**src/sv/dft_pkg.sv**
```systemverilog
// Shared types, constants and packet forming for the DShot frame transmitter.
// No dependencies; imported by every module of the block but dft_fifo.
package dft_pkg;

   localparam int TICK_BITS_DEFAULT   = 16;
   localparam int SLOT_BITS_DEFAULT   = 12;
   localparam int QUEUE_DEPTH_DEFAULT = 2;

   localparam int THROTTLE_W    = 11;
   localparam int PACKET_W      = 16;
   localparam int CRC_W         = 4;
   localparam int CFG_TICK_W    = 16;
   localparam int CFG_SLOT_W    = 12;
   localparam int CSR_DATA_W    = 16;
   localparam int CSR_INDEX_W   = 2;
   localparam int DATA_SLOTS    = 16;
   localparam int DATA_SLOT_W   = 4;

   localparam logic [CFG_TICK_W-1:0] BIT_PERIOD_RESET      = 16'd120;
   localparam logic [CFG_TICK_W-1:0] ONE_HIGH_TICKS_RESET  = 16'd89;
   localparam logic [CFG_TICK_W-1:0] ZERO_HIGH_TICKS_RESET = 16'd44;
   localparam logic [CFG_SLOT_W-1:0] FRAME_SLOTS_RESET     = 12'd17;

   typedef enum logic [CSR_INDEX_W-1:0] {
      CSR_BIT_PERIOD      = 2'd0,
      CSR_ONE_HIGH_TICKS  = 2'd1,
      CSR_ZERO_HIGH_TICKS = 2'd2,
      CSR_FRAME_SLOTS     = 2'd3
   } csr_index_type;

   typedef struct packed {
      logic                  run;
      logic                  load;
      logic [THROTTLE_W-1:0] throttle;
      logic                  telemetry_request;
   } req_type;

   typedef struct packed {
      logic line;
      logic frame_start;
      logic busy_res;
   } rsp_type;

   // classified tick as queued between front and back
   typedef struct packed {
      logic                run;
      logic                load;
      logic [PACKET_W-1:0] packet;
   } cmd_type;

   typedef struct packed {
      logic [CFG_TICK_W-1:0] bit_period;
      logic [CFG_TICK_W-1:0] one_high_ticks;
      logic [CFG_TICK_W-1:0] zero_high_ticks;
      logic [CFG_SLOT_W-1:0] frame_slots;
   } cfg_type;

   // word = throttle:tel, CRC is the XOR of its three nibbles, not inverted
   function automatic logic [PACKET_W-1:0] make_packet(
      input logic [THROTTLE_W-1:0] throttle,
      input logic                  tel
   );
      logic [THROTTLE_W:0] word;
      logic [CRC_W-1:0]    crc;
      word = {throttle, tel};
      crc  = word[3:0] ^ word[7:4] ^ word[11:8];
      return {word, crc};
   endfunction

endpackage

```
**src/sv/dft_fifo.sv**
```systemverilog
// Small synchronous queue with full/empty flags, used on both sides of the engine.
// Depends on nothing but its parameters.
module dft_fifo #(
   parameter int WIDTH = 8,
   parameter int DEPTH = 2
) (
   input  logic             clock,
   input  logic             reset,
   input  logic             push,
   input  logic [WIDTH-1:0] wr_data,
   output logic             full,
   input  logic             pop,
   output logic [WIDTH-1:0] rd_data,
   output logic             empty
);

   localparam int PTR_W = (DEPTH > 1) ? $clog2(DEPTH) : 1;
   localparam int CNT_W = $clog2(DEPTH + 1);

   logic [WIDTH-1:0] mem_ff [DEPTH];
   logic [PTR_W-1:0] wr_ptr_ff, wr_ptr_in;
   logic [PTR_W-1:0] rd_ptr_ff, rd_ptr_in;
   logic [CNT_W-1:0] count_ff, count_in;
   logic             push_ok, pop_ok;

   assign full    = (count_ff == CNT_W'(DEPTH));
   assign empty   = (count_ff == '0);
   assign push_ok = push && !full;
   assign pop_ok  = pop && !empty;
   assign rd_data = mem_ff[rd_ptr_ff];

   always_comb begin
      wr_ptr_in = wr_ptr_ff;
      rd_ptr_in = rd_ptr_ff;
      count_in  = count_ff;
      if (push_ok) begin
         wr_ptr_in = (wr_ptr_ff == PTR_W'(DEPTH - 1)) ? '0 : wr_ptr_ff + PTR_W'(1);
      end
      if (pop_ok) begin
         rd_ptr_in = (rd_ptr_ff == PTR_W'(DEPTH - 1)) ? '0 : rd_ptr_ff + PTR_W'(1);
      end
      if (push_ok && !pop_ok) begin
         count_in = count_ff + CNT_W'(1);
      end else if (pop_ok && !push_ok) begin
         count_in = count_ff - CNT_W'(1);
      end
   end

   always_ff @(posedge clock) begin
      if (reset) begin
         wr_ptr_ff <= '0;
         rd_ptr_ff <= '0;
         count_ff  <= '0;
      end else begin
         wr_ptr_ff <= wr_ptr_in;
         rd_ptr_ff <= rd_ptr_in;
         count_ff  <= count_in;
      end
   end

   always_ff @(posedge clock) begin
      if (push_ok) begin
         mem_ff[wr_ptr_ff] <= wr_data;
      end
   end

endmodule

```
**src/sv/dft_front.sv**
```systemverilog
// Front end: takes tick beats, forms the packet with its CRC, queues them.
// Depends on dft_pkg and dft_fifo.
module dft_front
   import dft_pkg::*;
#(
   parameter int QUEUE_DEPTH = QUEUE_DEPTH_DEFAULT
) (
   input  logic    clock,
   input  logic    reset,
   input  logic    req_push,
   input  req_type req_data,
   output logic    req_full,
   input  logic    cmd_take,
   output logic    cmd_valid,
   output cmd_type cmd
);

   cmd_type cmd_new;
   logic    cmd_empty;

   always_comb begin
      cmd_new.run    = req_data.run;
      cmd_new.load   = req_data.load;
      cmd_new.packet = make_packet(req_data.throttle, req_data.telemetry_request);
   end

   dft_fifo #(
      .WIDTH ($bits(cmd_type)),
      .DEPTH (QUEUE_DEPTH)
   ) u_cmd_queue (
      .clock   (clock),
      .reset   (reset),
      .push    (req_push),
      .wr_data (cmd_new),
      .full    (req_full),
      .pop     (cmd_take),
      .rd_data (cmd),
      .empty   (cmd_empty)
   );

   assign cmd_valid = !cmd_empty;

endmodule

```
**src/sv/dft_back.sv**
```systemverilog
// Back end: frame/slot/tick timing engine, one queued tick per cycle while the result queue is not full.
// Depends on dft_pkg.
module dft_back
   import dft_pkg::*;
#(
   parameter int TICK_BITS = TICK_BITS_DEFAULT,
   parameter int SLOT_BITS = SLOT_BITS_DEFAULT
) (
   input  logic    clock,
   input  logic    reset,
   input  cfg_type cfg,
   input  logic    cmd_valid,
   input  cmd_type cmd,
   input  logic    out_full,
   output logic    cmd_take,
   output rsp_type rsp
);

   localparam int TICK_CW = (TICK_BITS > CFG_TICK_W) ? TICK_BITS + 1 : CFG_TICK_W + 1;
   localparam int SLOT_CW = (SLOT_BITS > CFG_SLOT_W) ? SLOT_BITS + 1 : CFG_SLOT_W + 1;

   logic [PACKET_W-1:0]  pending_packet_ff, pending_packet_in;
   logic                 packet_valid_ff, packet_valid_in;
   logic [PACKET_W-1:0]  frame_packet_ff, frame_packet_in;
   logic                 frame_valid_ff, frame_valid_in;
   logic                 in_frame_ff, in_frame_in;
   logic [TICK_BITS-1:0] tick_ff, tick_in;
   logic [SLOT_BITS-1:0] slot_ff, slot_in;

   logic                  start, active, slot_done, frame_done, bit_val, data_slot;
   logic [TICK_CW-1:0]    tick_inc;
   logic [SLOT_CW-1:0]    slot_inc;
   logic [CFG_TICK_W-1:0] high_ticks;

   assign cmd_take = cmd_valid && !out_full;

   always_comb begin
      pending_packet_in = cmd.load ? cmd.packet : pending_packet_ff;
      packet_valid_in   = cmd.load || packet_valid_ff;

      // frame starts on the same tick, sampling a packet loaded on it
      start  = !in_frame_ff && cmd.run;
      active = in_frame_ff || start;

      frame_packet_in = start ? pending_packet_in : frame_packet_ff;
      frame_valid_in  = start ? packet_valid_in : frame_valid_ff;
      tick_in         = start ? '0 : tick_ff;
      slot_in         = start ? '0 : slot_ff;

      data_slot  = (slot_in[SLOT_BITS-1:DATA_SLOT_W] == '0);
      bit_val    = frame_packet_in[DATA_SLOT_W'(PACKET_W - 1) - slot_in[DATA_SLOT_W-1:0]];
      high_ticks = bit_val ? cfg.one_high_ticks : cfg.zero_high_ticks;

      rsp.busy_res    = active;
      rsp.frame_start = active && (tick_in == '0) && (slot_in == '0);
      rsp.line        = active && frame_valid_in && data_slot &&
                        (TICK_CW'(tick_in) < TICK_CW'(high_ticks));

      // a period of 0 or 1 ends every slot after one tick
      tick_inc   = TICK_CW'(tick_in) + TICK_CW'(1);
      slot_inc   = SLOT_CW'(slot_in) + SLOT_CW'(1);
      slot_done  = (tick_inc >= TICK_CW'(cfg.bit_period)) || (tick_in == '1);
      frame_done = (slot_inc >= SLOT_CW'(cfg.frame_slots)) || (slot_in == '1);

      in_frame_in = active;
      if (active) begin
         if (slot_done) begin
            tick_in = '0;
            if (frame_done) begin
               slot_in     = '0;
               in_frame_in = 1'b0;
            end else begin
               slot_in = slot_in + SLOT_BITS'(1);
            end
         end else begin
            tick_in = tick_in + TICK_BITS'(1);
         end
      end
   end

   always_ff @(posedge clock) begin
      if (reset) begin
         packet_valid_ff <= 1'b0;
         frame_valid_ff  <= 1'b0;
         in_frame_ff     <= 1'b0;
         tick_ff         <= '0;
         slot_ff         <= '0;
      end else if (cmd_take) begin
         packet_valid_ff <= packet_valid_in;
         frame_valid_ff  <= frame_valid_in;
         in_frame_ff     <= in_frame_in;
         tick_ff         <= tick_in;
         slot_ff         <= slot_in;
      end
   end

   always_ff @(posedge clock) begin
      if (cmd_take) begin
         pending_packet_ff <= pending_packet_in;
         frame_packet_ff   <= frame_packet_in;
      end
   end

endmodule

```
**src/sv/dshot_frame_transmitter_core.sv**
```systemverilog
// DShot frame transmitter top level: config registers, front end, timing engine,
// result queue. Depends on dft_pkg, dft_front, dft_back and dft_fifo.
// A tick beat accepted into the command queue is taken by the timing engine and its result is
// registered into the result queue, from which it can then be popped.
// Throughput: one tick per cycle while the result queue is not full, set by the timing engine update.
// Reset (synchronous, active high) empties both queues, stops framing, clears the
// pending packet valid flag and restores the register reset values.
module dshot_frame_transmitter_core
   import dft_pkg::*;
#(
   parameter int TICK_BITS   = TICK_BITS_DEFAULT,
   parameter int SLOT_BITS   = SLOT_BITS_DEFAULT,
   parameter int QUEUE_DEPTH = QUEUE_DEPTH_DEFAULT
) (
   input  logic                   clock,
   input  logic                   reset,
   input  logic                   req_push,
   input  req_type                req_data,
   output logic                   req_full,
   output logic                   rsp_empty,
   input  logic                   rsp_pop,
   output rsp_type                rsp_data,
   input  logic                   csr_write_enable,
   input  logic [CSR_INDEX_W-1:0] csr_index,
   input  logic [CSR_DATA_W-1:0]  csr_write_data
);

   cfg_type cfg_ff;
   logic    cmd_valid, cmd_take, out_full;
   cmd_type cmd;
   rsp_type rsp_new;

   always_ff @(posedge clock) begin
      if (reset) begin
         cfg_ff.bit_period      <= BIT_PERIOD_RESET;
         cfg_ff.one_high_ticks  <= ONE_HIGH_TICKS_RESET;
         cfg_ff.zero_high_ticks <= ZERO_HIGH_TICKS_RESET;
         cfg_ff.frame_slots     <= FRAME_SLOTS_RESET;
      end else if (csr_write_enable) begin
         unique case (csr_index_type'(csr_index))
            CSR_BIT_PERIOD:      cfg_ff.bit_period      <= csr_write_data;
            CSR_ONE_HIGH_TICKS:  cfg_ff.one_high_ticks  <= csr_write_data;
            CSR_ZERO_HIGH_TICKS: cfg_ff.zero_high_ticks <= csr_write_data;
            CSR_FRAME_SLOTS:     cfg_ff.frame_slots     <= csr_write_data[CFG_SLOT_W-1:0];
         endcase
      end
   end

   dft_front #(
      .QUEUE_DEPTH (QUEUE_DEPTH)
   ) u_front (
      .clock     (clock),
      .reset     (reset),
      .req_push  (req_push),
      .req_data  (req_data),
      .req_full  (req_full),
      .cmd_take  (cmd_take),
      .cmd_valid (cmd_valid),
      .cmd       (cmd)
   );

   dft_back #(
      .TICK_BITS (TICK_BITS),
      .SLOT_BITS (SLOT_BITS)
   ) u_back (
      .clock     (clock),
      .reset     (reset),
      .cfg       (cfg_ff),
      .cmd_valid (cmd_valid),
      .cmd       (cmd),
      .out_full  (out_full),
      .cmd_take  (cmd_take),
      .rsp       (rsp_new)
   );

   dft_fifo #(
      .WIDTH ($bits(rsp_type)),
      .DEPTH (QUEUE_DEPTH)
   ) u_rsp_queue (
      .clock   (clock),
      .reset   (reset),
      .push    (cmd_take),
      .wr_data (rsp_new),
      .full    (out_full),
      .pop     (rsp_pop),
      .rd_data (rsp_data),
      .empty   (rsp_empty)
   );

   // a tick taken by the engine always leaves a result beat behind
   a_take_gives_result: assert property (@(posedge clock) disable iff (reset)
      cmd_take |=> !rsp_empty)
      else $error("engine took a tick but no result is waiting");

   a_line_needs_busy: assert property (@(posedge clock) disable iff (reset)
      (!rsp_empty && rsp_data.line) |-> rsp_data.busy_res)
      else $error("line high outside a frame");

   a_start_needs_busy: assert property (@(posedge clock) disable iff (reset)
      (!rsp_empty && rsp_data.frame_start) |-> rsp_data.busy_res)
      else $error("frame start outside a frame");

   a_reset_empties: assert property (@(posedge clock)
      reset |=> (rsp_empty && !req_full))
      else $error("queues not empty after reset");

endmodule

```
**config.mk**
```make
export PLATFORM = sky130hd
export DESIGN_NAME = dshot_frame_transmitter_core
export DESIGN_NICKNAME = d
export VERILOG_FILES = /design/src/sv/dft_pkg.sv /design/src/sv/dft_fifo.sv /design/src/sv/dft_front.sv /design/src/sv/dft_back.sv /design/src/sv/dshot_frame_transmitter_core.sv
export SDC_FILE = /design/constraint.sdc
export NUM_CORES = 1
export LEC_CHECK = 0
export ABC_AREA = 1
export BUFFER_PORTS_ARGS = -buffer_cell sky130_fd_sc_hd__buf_2
export CAP_MARGIN = 10
export CORE_MARGIN = 3
export CORE_UTILIZATION = 45
export DETAILED_ROUTE_END_ITERATION = 8
export PLACE_DENSITY = 0.67
export SKIP_CTS_REPAIR_TIMING = 1
export SLEW_MARGIN = 5
export SYNTH_ARGS = -nofsm -noshare
export SYNTH_HDL_FRONTEND = slang
export SYNTH_HIERARCHICAL = 1
export SYNTH_SLANG_ARGS = --single-unit
```
**constraint.sdc**
```tcl
create_clock -name clock -period 5.85 [get_ports clock]
set_clock_uncertainty 0.15 [all_clocks]
set_input_delay 0.2925 -clock clock [delete_from_list [all_inputs] [get_ports clock]]
set_output_delay 0.2925 -clock clock [all_outputs]
set_load 0.02 [all_outputs]
```
==> out/results.txt, run 1 <==
The number of antenna diodes in the final layout is 0. Entering global routing, the biggest net connects 61 pins. Counting cells, the worst reg-to-reg path comes to 23. Across the VDD grid, the largest voltage drop is 389 µV.

After the last flow step, the layout net total stands at 1,349. A synthesized cell averages 7.97 µm². The tools report the global-route wire length before repair as 35.7 mm.

The post-synthesis net count is 1,311, and the average wire length per cell after detail routing is 14.4 µm. In this run, distinct cell masters in the synthesized netlist total 53. Setup repair after global routing left no endpoint under its margin. The number of sinks driven by the clock tree came out at 175. Most frequent cell on the critical path: nand2_1.

The remaining antenna violation count is 0. Walking the worst path, the cells encountered are buf_4, mux2_2, nand2_4, nand2_1, inv_1, ha_1, nand3_2, inv_2, nand4_2, nor2_2, xor2_1, ha_1, nand2_1, nor2_1, o21ai_0, nand4_1, nand3_1, nand2_1, a21oi_2, nand2_1, nand3_1, nand3_1, a21oi_1. The maximum clock insertion buffer count came out at 2. The worst setup path is of the reg2reg kind. The worst hold path startpoint was csr_write_data[12]. Subtracting the final worst setup slack from the clock period gives 4.73 ns.

Global routing used 18.7% of the available tracks across all layers. The number of H-tree branching levels was 4; the die outline area was 0.0235 mm². Data arrives at the worst endpoint at 4.94 ns. The core area is 0.0212 mm². In this run the core area contains 53 standard-cell rows. The tools report the flop-to-flop setup slack as 1.12 ns. The total congestion overflow was 0. The run gives -0.0152 ns as the smallest hold slack. Across the run, the number of max-cap violations was 0. The path class of the lowest-slack min-delay path is in2reg. During synthesis, Yosys emitted a total of 6 warnings.

Measured against its own limit, the worst slew margin works out to 25.5%. The master cell of the clock root buffer was clkbuf_16. The logs give 3 for the final number of hold-violating endpoints and 4330 µW for the overall power. The critical path contains buffers and inverters numbering 3 combined. TritonCTS created 17 clock buffers. The HPWL after detailed placement was 15.7 mm; the vertical extent of the die was 153 µm. For hold timing, the worst endpoint is cfg_ff[40]. For the vias after detailed routing, the log shows 7,717. The maximum clock frequency was 211 MHz. The detailed router finished its first iteration with 483 violations. Wires add up to 22.3 mm. The number of optimization iterations in the first detailed-route pass came out at 6.

The tools report the combined area of all synthesized cells as 0.00976 mm². The worst setup path is captured at a flop. The quantity of I/O buffers inserted on ports was 41. The area growth from synthesis to layout works out to 10.5%. The logs give 0 for the number of antenna violations at the first check in global routing and 0.44 ns for the source-to-sink clock delay at the later pin of the worst-skew pair. For the pin with the worst max-slew slack, the measured transition is 1.11 ns. Counting flops with a built-in enable in the synthesized netlist gives 74. The worst register-to-register path ends at u_back/slot_ff[1]. Of all flip-flops after synthesis, the portion carrying an async set or reset was 0%. The starting utilization of the core area was 46.1%; the via count of the first global-routing pass was 7,097. In the final timing run, aggregate negative setup slack is 0 ns. In this run, synthesis produced a sequential element count of 175. The die is 153 µm wide.

Of all nets on the critical path, the largest fanout is 28. Counting every instance in the synthesized netlist gives 1,225. The last weighted congestion value of the routability-driven placer was 0.895; the register clock-pin slew on the reported worst setup and hold paths was 0.07 ns.

For this design the ratio of total power to cell area is 402 mW/mm². Measured on the finished design, the core utilization comes to 51.0%. Pin placement for this block handled 42 I/O pins.

Broken down by cell family, the worst path's largest delay share belongs to simple AND/OR/NAND/NOR gates. The checks that failed: hold timing. The cell count of the worst hold path came out at 3. In the routed design, unresolved DRC markers number 0.

Type of origin of the critical path: a flop. At the worst endpoint, the required time is 6.06 ns. Summing the sequential cell areas from Yosys gives 43.5% of the chip area. The number of max-slew violations in the final report is 0.

The cell type of the slowest stage on the worst timing path was a21oi_2. Cells with a size suffix above 1 make up 12.2% of the layout. In this design, the stage delay of the slowest critical-path cell is 0.53 ns. The flow ran to the end, but the final reports show violations. TritonCTS built the clock tree.

Setup violations remaining at the end of the flow were counted as 0. In the routed layout, each cell is associated on average with a via count of 4.98. The most used flip-flop cell after synthesis is dfxtp_1. The final period utilization came out at 80.9%. The run gives 0.00510 µW as the static leakage power.
[tightest hold or removal path, stage by stage]
cell	delay [ns]
buf_2	0.11
nor2_1	0.05
nor2_1	0.08
[cells in the final DEF (no fill, tap or decap), drive strengths merged]
master | synthesis | layout
a2111oi | 1 | 1
a211oi | 3 | 3
a21o | 2 | 2
a21oi | 56 | 56
a31o | 1 | 1
a31oi | 7 | 7
and2 | 2 | 2
buf | 29 | 50
clkbuf | 16 | 17
clkinv | 4 | 7
clkinvlp | 0 | 2
dfxtp | 101 | 101
dlygate4sd3 | 0 | 14
edfxtp | 74 | 74
ha | 49 | 49
inv | 183 | 192
mux2 | 21 | 21
mux2i | 15 | 15
nand2 | 329 | 329
nand3 | 90 | 90
nand4 | 17 | 17
nor2 | 155 | 155
nor3 | 10 | 10
nor4 | 6 | 6
o2111ai | 1 | 1
o211ai | 3 | 3
o21ai | 26 | 26
or2 | 2 | 2
xnor2 | 5 | 5
xor2 | 17 | 17
[synth_stat cells (5+ instances only)]
| master | count | area share (%) |
|---|---|---|
| a21oi_1 | 55 | 2.8 |
| a31oi_1 | 6 | 0.38 |
| buf_2 | 11 | 0.56 |
| buf_4 | 7 | 0.54 |
| buf_6 | 6 | 0.69 |
| clkbuf_1 | 16 | 0.62 |
| dfxtp_1 | 101 | 21 |
| edfxtp_1 | 74 | 23 |
| ha_1 | 49 | 6.3 |
| inv_1 | 170 | 6.5 |
| inv_2 | 13 | 0.50 |
| mux2_2 | 11 | 1.3 |
| mux2_4 | 10 | 1.5 |
| mux2i_1 | 15 | 1.5 |
| nand2_1 | 321 | 12 |
| nand3_1 | 85 | 4.4 |
| nand3_2 | 5 | 0.51 |
| nand4_1 | 16 | 1.0 |
| nor2_1 | 145 | 5.6 |
| nor3_1 | 5 | 0.26 |
| nor4_1 | 5 | 0.32 |
| o21ai_0 | 19 | 0.97 |
| xnor2_1 | 5 | 0.45 |
| xor2_1 | 17 | 1.5 |
[layer usage]
layer	up-vias	share of wire, %	GRT usage [%]
met1	3527	48	26.7
met3	27	4.6	3.45
met5	-	0	0
met4	0	1.4	5.18
met2	169	46	29.4
li1	3994	-	-
[kinds of logic (layout without fill, tap and decap cells)]
group / count (synthesis) / count (layout) / synth area share (%)
AOI/OAI and AO/OA: 100 / 100 / 5.93
xor gates and xnor gates: 22 / 22 / 1.97
adders and majority gates: 49 / 49 / 6.28
buffers and inverters: 232 / 282 / 10.4
DFF: 175 / 175 / 43.5
muxes: 36 / 36 / 4.35
and+or+nand+nor: 611 / 611 / 27.6
[area by class of cell]
type	instances	area [µm²]
Sequential cell	175	4240
Inverter	187	702
Fill cell	1973	10400
Clock buffer	17	425
Timing Repair Buffer	64	413
Multi-Input combinational cell	818	4510
Clock inverter	14	140
Tap cell	275	344
[power breakdown]
group | switching (µW) | internal, µW | leakage [µW]
Sequential | 111 | 1620 | 0.00153
Clock | 541 | 566 | 0.000275
Combinational | 1010 | 483 | 0.00330
Total | 1660 | 2670 | 0.00510
[worst max path at each step]
stage	start	to	slack, ns	cells after the start
after floorplan	flop	u_back/slot_ff[2]	1.55	26
after global placement	flop	u_rsp_queue/mem_ff[0][2]	1.25	18
after detailed placement	flop	u_back/slot_ff[1]	1.19	23
after CTS	flop	u_back/slot_ff[1]	1.16	23
after global routing	flop	u_back/slot_ff[0]	0.69	23
final	flop	u_back/slot_ff[1]	1.12	23
[sequential cells by signal, indices dropped and copies added (netlist names), named ones only]
register and flops:
u_back/pending_packet_ff 16, u_back/packet_valid_ff 1, u_rsp_queue/mem_ff 6, u_back/slot_ff 12
u_back/frame_valid_ff 1, u_front/u_cmd_queue/rd_ptr_ff 1, u_back/frame_packet_ff 16, u_back/tick_ff 16
u_front/u_cmd_queue/count_ff 2, u_rsp_queue/count_ff 2, u_rsp_queue/wr_ptr_ff 1, u_front/u_cmd_queue/mem_ff 36
u_back/in_frame_ff 1, u_front/u_cmd_queue/wr_ptr_ff 1, u_rsp_queue/rd_ptr_ff 1, cfg_ff 60
[through the flow]
stage          cells  area (µm²)  setup WS [ns]
6_report        1550       10800           1.12
5_1_grt         1550       10800          0.685
4_1_cts         1536       10600           1.16
3_5_place_dp    1505       10100           1.19
3_3_place_gp    1505       10100           1.25
2_1_floorplan   1225        9760           1.55
No activity file was read; power rests on OpenSTA's default activity.
==> run 2: changes to the inputs <==
- PLACE_DENSITY: 0.67 -> 0.7
- clock period: 5.85 -> 3.96 ns (I/O delays scaled with it)
==> out/results.txt, run 2 (synthesis gave the netlist of run 1 again) <==
The critical path is of the reg2reg type. The maximum number of pins on one net before global-route repair is 61 (unchanged). In this run the most critical hold path is launched from req_push. The arrival time of the worst setup path was 4.12 ns (-0.82 ns); the initial detailed-routing violation count was 591 (+22%). The run gives 8,093 (+4.9%) as the vias after detailed routing. Largest vdd supply drop: 386 µV (-0.83%). The library cell used most frequently in the layout, excluding fill and tap cells, is nand2_1. The global-route wire length before repair came out at 36.0 mm (+0.81%).

STA classifies the critical path startpoint as a flop. The worst slew slack as a fraction of its limit is 25.6% (+0.12 points), and the post-placement cell count is 1,524 (+1.3%). The launch point of the critical path was u_front/u_cmd_queue/mem_ff[0][17]. The static leakage power is 0.00539 µW (+5.7%).

The time the final worst path needs with I/O delays and setup is 3.90 ns (-0.828 ns). The final design utilization came out at 54.4% (+3.4 points). The tree is rooted in a clkbuf_16. The width of the die is 153 µm (unchanged). The largest registers in the layout are cfg_ff: 60 flops, u_front/u_cmd_queue/mem_ff: 36 flops.

The global router's overall resource usage is 18.8% (+0.036 points), and the power density relative to cell area is 581 mW/mm² (+45%). The average wire length per cell after detail routing came out at 14.4 µm (-0.17%). For the critical path data required time, the log shows 4.17 ns (-1.89 ns). The register clock-pin slew on the reported worst setup and hold paths works out to 0.07 ns (about the same). The largest register by flop count is cfg_ff. The worst flop-to-flop path startpoint was u_front/u_cmd_queue/mem_ff[0][17]. The number of optimization iterations in the first detailed-route pass was 5 (-1); the number of H-tree branching levels was 4 (unchanged). TritonCTS built the clock tree.

The source-to-sink clock delay at the later pin of the worst-skew pair was 0.43 ns (about the same); the number of max-slew violations in the final report was 0 (unchanged). The boundary pin count was 42 (unchanged). For the number of diodes, the log shows 0 (unchanged).

The quantity of I/O buffers inserted on ports is 41 (unchanged), and the final number of setup-violating endpoints is 0 (unchanged). The number of antenna violations at the first check in global routing came out at 0 (unchanged). The die outline area was 0.0235 mm² (unchanged). The maximum fanout along the worst path works out to 8 (-71%). Number of sinks driven by the clock tree: 175 (unchanged). Setup repair after global routing could not meet its margin everywhere. The last weighted congestion value of the routability-driven placer came out at 0.868 (-3.0%).

The pre-CTS worst setup slack came out at 0.0566 ns (-1.13 ns). The run gives 0.06 ns (-1.06 ns) as the flop-to-flop setup slack. The starting utilization of the core area is 46.1% (unchanged). The final period utilization is 98.6% (+18 points). STA classifies the critical path endpoint as a flop. The total congestion overflow is 0 (unchanged), and the net count reported at finish is 1,401 (+3.9%). The proportion of layout cells with a drive suffix above 1 came out at 17.6% (+5.4 points).

The maximum clock insertion buffer count came out at 2 (unchanged). The top cell types in the final layout, fill and taps aside, are nand2_1, inv_1, nor2_1. The tools report the maximum clock frequency as 256 MHz (+21%). The flip-flop count of the largest register after layout was 60 (unchanged).

Final non-filler cell total: 1,603 (+3.4%). The via density per instance came out at 5.05 (+1.4%). The count of standard-cell rows came out at 53 (unchanged). The number of remaining DRC errors was 0 (unchanged); the vertical extent of the die was 153 µm (unchanged). Detailed-route wire length: 23.0 mm (+3.2%). The run finished, with violations left. The run gives 17 (unchanged) as the number of CTS-inserted buffers. The remaining antenna violation count is 0 (unchanged).

The slew at the pin closest to its max-slew limit was 1.11 ns (-0.00181 ns). The HPWL after detailed placement came out at 15.7 mm (+0.12%). The path class of the lowest-slack min-delay path is in2reg.

The setup slack after layout came out at 0.0558 ns (-1.06 ns). The final number of hold-violating endpoints is 1 (-2), and the core area is 0.0212 mm² (unchanged). The via count of the first global-routing pass is 7,402 (+4.3%).

The run gives 0 (unchanged) as the number of max-cap violations. The area growth from synthesis to layout came out at 17.9%. The checks that failed: hold timing.

The run gives -0.0196 ns (-0.00436 ns) as the smallest hold slack.
-- run 2: cell types whose count changed in the layout (fill, tap and decap cells not counted), moves of 5 or more --
cell	change
a21oi_2	+5
nand2_2	+10
nand2_1	-12
xor2_2	+5
a21oi_1	-5
buf_6	+5
buf_4	+25
nand3_1	-5
xor2_1	-5
nand3_2	+5
dlygate4sd3_1	+18
-- run 2: area by class of cell --
type                    count  area [µm²]
clock buffers              19         433
repair buffers            114         872
fillers                  1884        9650
multi-input cells         820        4780
flip-flops and latches    175        4250
inverters                 187         706
well taps                 275         344
clock inverters            13         131
-- run 2: power by group --
group / internal, µW / leakage [µW] / switching [µW]
sequential: 2400 / 0.00153 / 171
combinational: 911 / 0.00359 / 1570
clock: 882 / 0.000276 / 752
-- run 2: worst paths after layout --
check	end	cells past startpoint
max	u_back/tick_ff[14]	25
min reg2reg	cfg_ff[49]	2
max reg2reg	u_back/tick_ff[14]	25
min	u_front/u_cmd_queue/wr_ptr_ff	4
-- run 2: stage by stage --
step | instance area (µm²) | setup TNS [ns] | total power [µW]
finish | 11500 | 0 | 6690
global route | 11500 | -1.97 | 7090
CTS | 10800 | 0 | 6520
detailed placement | 10200 | 0 | 4880
global placement | 10200 | 0 | 4820
floorplan | 9790 | -3.38 | 4310
-- run 2: worst max-delay path: stages (launching register included) --
cell,delay (ns)
edfxtp_1,0.36
mux2_4,0.31
inv_2,0.07
nor2_4,0.07
nor2_4,0.13
inv_2,0.06
nor3_4,0.25
nand4_1,0.17
nor2_2,0.19
buf_4,0.15
xor2_2,0.14
inv_2,0.07
ha_4,0.24
nand2_2,0.10
nor2_1,0.06
nor2_1,0.09
nand4_1,0.12
nand2_1,0.10
nand2_1,0.08
nand3_1,0.10
nand3_2,0.08
nand2_4,0.14
nand2_8,0.11
nor2_4,0.24
nand2_1,0.10
a21oi_1,0.14
-- run 2: routing by layer --
layer / vias to the layer above / wire length (µm) / track usage (%)
met5: - / 0 / 0
met4: 0 / 404 / 5.52
met3: 31 / 1160 / 4.30
met2: 178 / 11100 / 31.4
met1: 3777 / 10300 / 24.4
li1: 4107 / - / -
==> run 3: changes to the inputs <==
- CTS_BUF_LIST: not set -> sky130_fd_sc_hd__clkbuf_8 sky130_fd_sc_hd__clkbuf_16
==> out/results.txt, run 3 (synthesis gave the netlist of run 1 again) <==
The number of fill cells in the layout was 1,884 (unchanged). The type of origin of the critical path was a flop. The master cell of the clock root buffer was clkbuf_16.

The final number of hold-violating endpoints was 1 (unchanged). The run gives 4.17 ns (about the same) as the critical path data required time. The run gives 0.06 ns (about the same) as the flop-to-flop setup slack. The library cell used most frequently in the layout, excluding fill and tap cells, is nand2_1.

Number of max-cap violations: 0 (unchanged). The proportion of layout cells with a drive suffix above 1 was 17.6% (unchanged). The logs give 46.1% (unchanged) for the starting utilization of the core area and 594 (+0.51%) for the initial detailed-routing violation count. The maximum clock insertion buffer count came out at 2 (unchanged). The tools report the worst hold path startpoint as req_push. The number of max-slew violations in the final report came out at 0 (unchanged).

The run gives 4.11 ns (about the same) as the arrival time of the worst setup path. For the number of remaining DRC errors, the log shows 0 (unchanged). For the global router's overall resource usage, the log shows 18.8% (unchanged). The number of antenna violations at the first check in global routing is 0 (unchanged). The worst setup path is captured at a flop.

The global-route track usage on met2 is 31.4% (unchanged), and the via density per instance is 5.05 (about the same). TritonCTS built the clock tree. The maximum number of pins on one net before global-route repair was 61 (unchanged). For the largest vdd supply drop, the log shows 385 µV (-0.25%).

After global routing, the most crowded layer is met2. The tightest min-delay check is of the in2reg type. The final period utilization is 98.4% (-0.18 points). Smallest hold slack: -0.0197 ns (-0.0000541 ns). The area of placed instances was 0.0102 mm² (unchanged); the number of H-tree branching levels was 4 (unchanged). The global-route wire length before repair was 36.0 mm (unchanged). The post-route cell area was 0.0115 mm² (unchanged). The slew at the pin closest to its max-slew limit is 1.12 ns (+0.00870 ns), and the static leakage power is 0.00540 µW (+0.15%). Count of standard-cell rows: 53 (unchanged). The number of diodes was 0 (unchanged); the number of optimization iterations in the first detailed-route pass was 6 (+1).

The quantity of I/O buffers inserted on ports is 41 (unchanged). In the layout the commonest cells are nand2_1, inv_1, nor2_1. HPWL after detailed placement: 15.7 mm (unchanged).

The tools report the core area as 0.0212 mm² (unchanged). The average wire length per cell after detail routing is 14.4 µm (+0.10%), and the die outline area is 0.0235 mm² (unchanged). The worst register-to-register path begins at u_front/u_cmd_queue/mem_ff[0][17]. The worst setup path category is reg2reg. The logs give 23.0 mm (+0.10%) for the detailed-route wire length and 175 (unchanged) for the number of sinks driven by the clock tree. cfg_ff holds more flip-flops than any other register.

The worst slew slack as a fraction of its limit came out at 25.0% (-0.58 points). For the last weighted congestion value of the routability-driven placer, the log shows 0.868 (unchanged). Maximum clock frequency: 257 MHz (+0.18%). The vias after detailed routing is 8,099 (+0.074%), and the flip-flop count of the largest register after layout is 60 (unchanged).

The critical path starts at u_front/u_cmd_queue/mem_ff[0][17]. The total congestion overflow came out at 0 (unchanged). In the final layout, the registers with the most flip-flops are cfg_ff: 60 flops, u_front/u_cmd_queue/mem_ff: 36 flops. The width of the die was 153 µm (unchanged). The number of CTS-inserted buffers was 17 (unchanged); the area growth from synthesis to layout was 17.9% (unchanged). Boundary pin count: 42 (unchanged). The checks that failed: hold timing. The tools report the met3 usage in global routing as 4.30% (unchanged). The logs give 24.4% (unchanged) for the met1 demand-to-capacity share in global routing and 1,401 (unchanged) for the net count reported at finish. The tools report the remaining antenna violation count as 0 (unchanged). The maximum fanout along the worst path is 8 (unchanged). Power density relative to cell area: 581 mW/mm² (about the same).

For the source-to-sink clock delay at the later pin of the worst-skew pair, the log shows 0.43 ns (about the same). Setup repair after global routing could not meet its margin everywhere. The time the final worst path needs with I/O delays and setup is 3.90 ns (-0.00721 ns), and the vertical extent of the die is 153 µm (unchanged).

Register clock-pin slew on the reported worst setup and hold paths: 0.07 ns (about the same). For the via count of the first global-routing pass, the log shows 7,402 (unchanged). The run finished, with violations left. The final number of setup-violating endpoints was 0 (unchanged).
==> run 3: cell type report <==
cell class / count / area (µm²) / share of cell area (%)
well taps: 275 / 344 / 2.99
repair buffers: 114 / 872 / 7.58
flip-flops and latches: 175 / 4250 / 36.9
clock inverters: 15 / 139 / 1.21
clock buffers: 17 / 425 / 3.70
inverters: 187 / 706 / 6.13
multi-input cells: 820 / 4780 / 41.5
==> run 3: layer usage <==
metal | routed length (µm) | share of wire, %
met3 | 1340 | 5.8
met2 | 11100 | 48
met4 | 393 | 1.7
met1 | 10200 | 44
met5 | 0 | 0
==> run 3: critical path, cell delays in order, from the launching register on <==
cell,delay (ns)
edfxtp_1,0.36
mux2_4,0.31
inv_2,0.07
nor2_4,0.07
nor2_4,0.13
inv_2,0.06
nor3_4,0.25
nand4_1,0.17
nor2_2,0.19
buf_4,0.15
xor2_2,0.14
inv_2,0.07
ha_4,0.24
nand2_2,0.09
nor2_1,0.06
nor2_1,0.09
nand4_1,0.11
nand2_1,0.11
nand2_1,0.08
nand3_1,0.10
nand3_2,0.08
nand2_4,0.14
nand2_8,0.11
nor2_4,0.24
nand2_1,0.09
a21oi_1,0.14
==> run 3: per-stage QoR <==
step                      TNS [ns]  instances  utilization [%]  power (µW)  worst slack, ns
after floorplan              -3.38       1225                -        4310           -0.171
after global placement           0       1524             48.4        4820            0.176
after detailed placement         0       1524             48.4        4880           0.0566
after CTS                        0       1556             51.1        6520           0.0418
after global routing         -1.97       1603             54.4        7080           -0.104
final                            0       1603             54.4        6680           0.0630
==> run 3: report_power, final <==
part	internal [µW]	switching, µW
combinational	912	1570
clock	877	751
sequential	2400	172
total	4190	2490
==> run 3: path summary, 6_finish.rpt <==
kind,cells after the start,endpoint
setup reg to reg,25,u_back/tick_ff[12]
hold reg to reg,2,cfg_ff[49]
hold / removal,4,u_front/u_cmd_queue/wr_ptr_ff
setup / recovery,25,u_back/tick_ff[12]
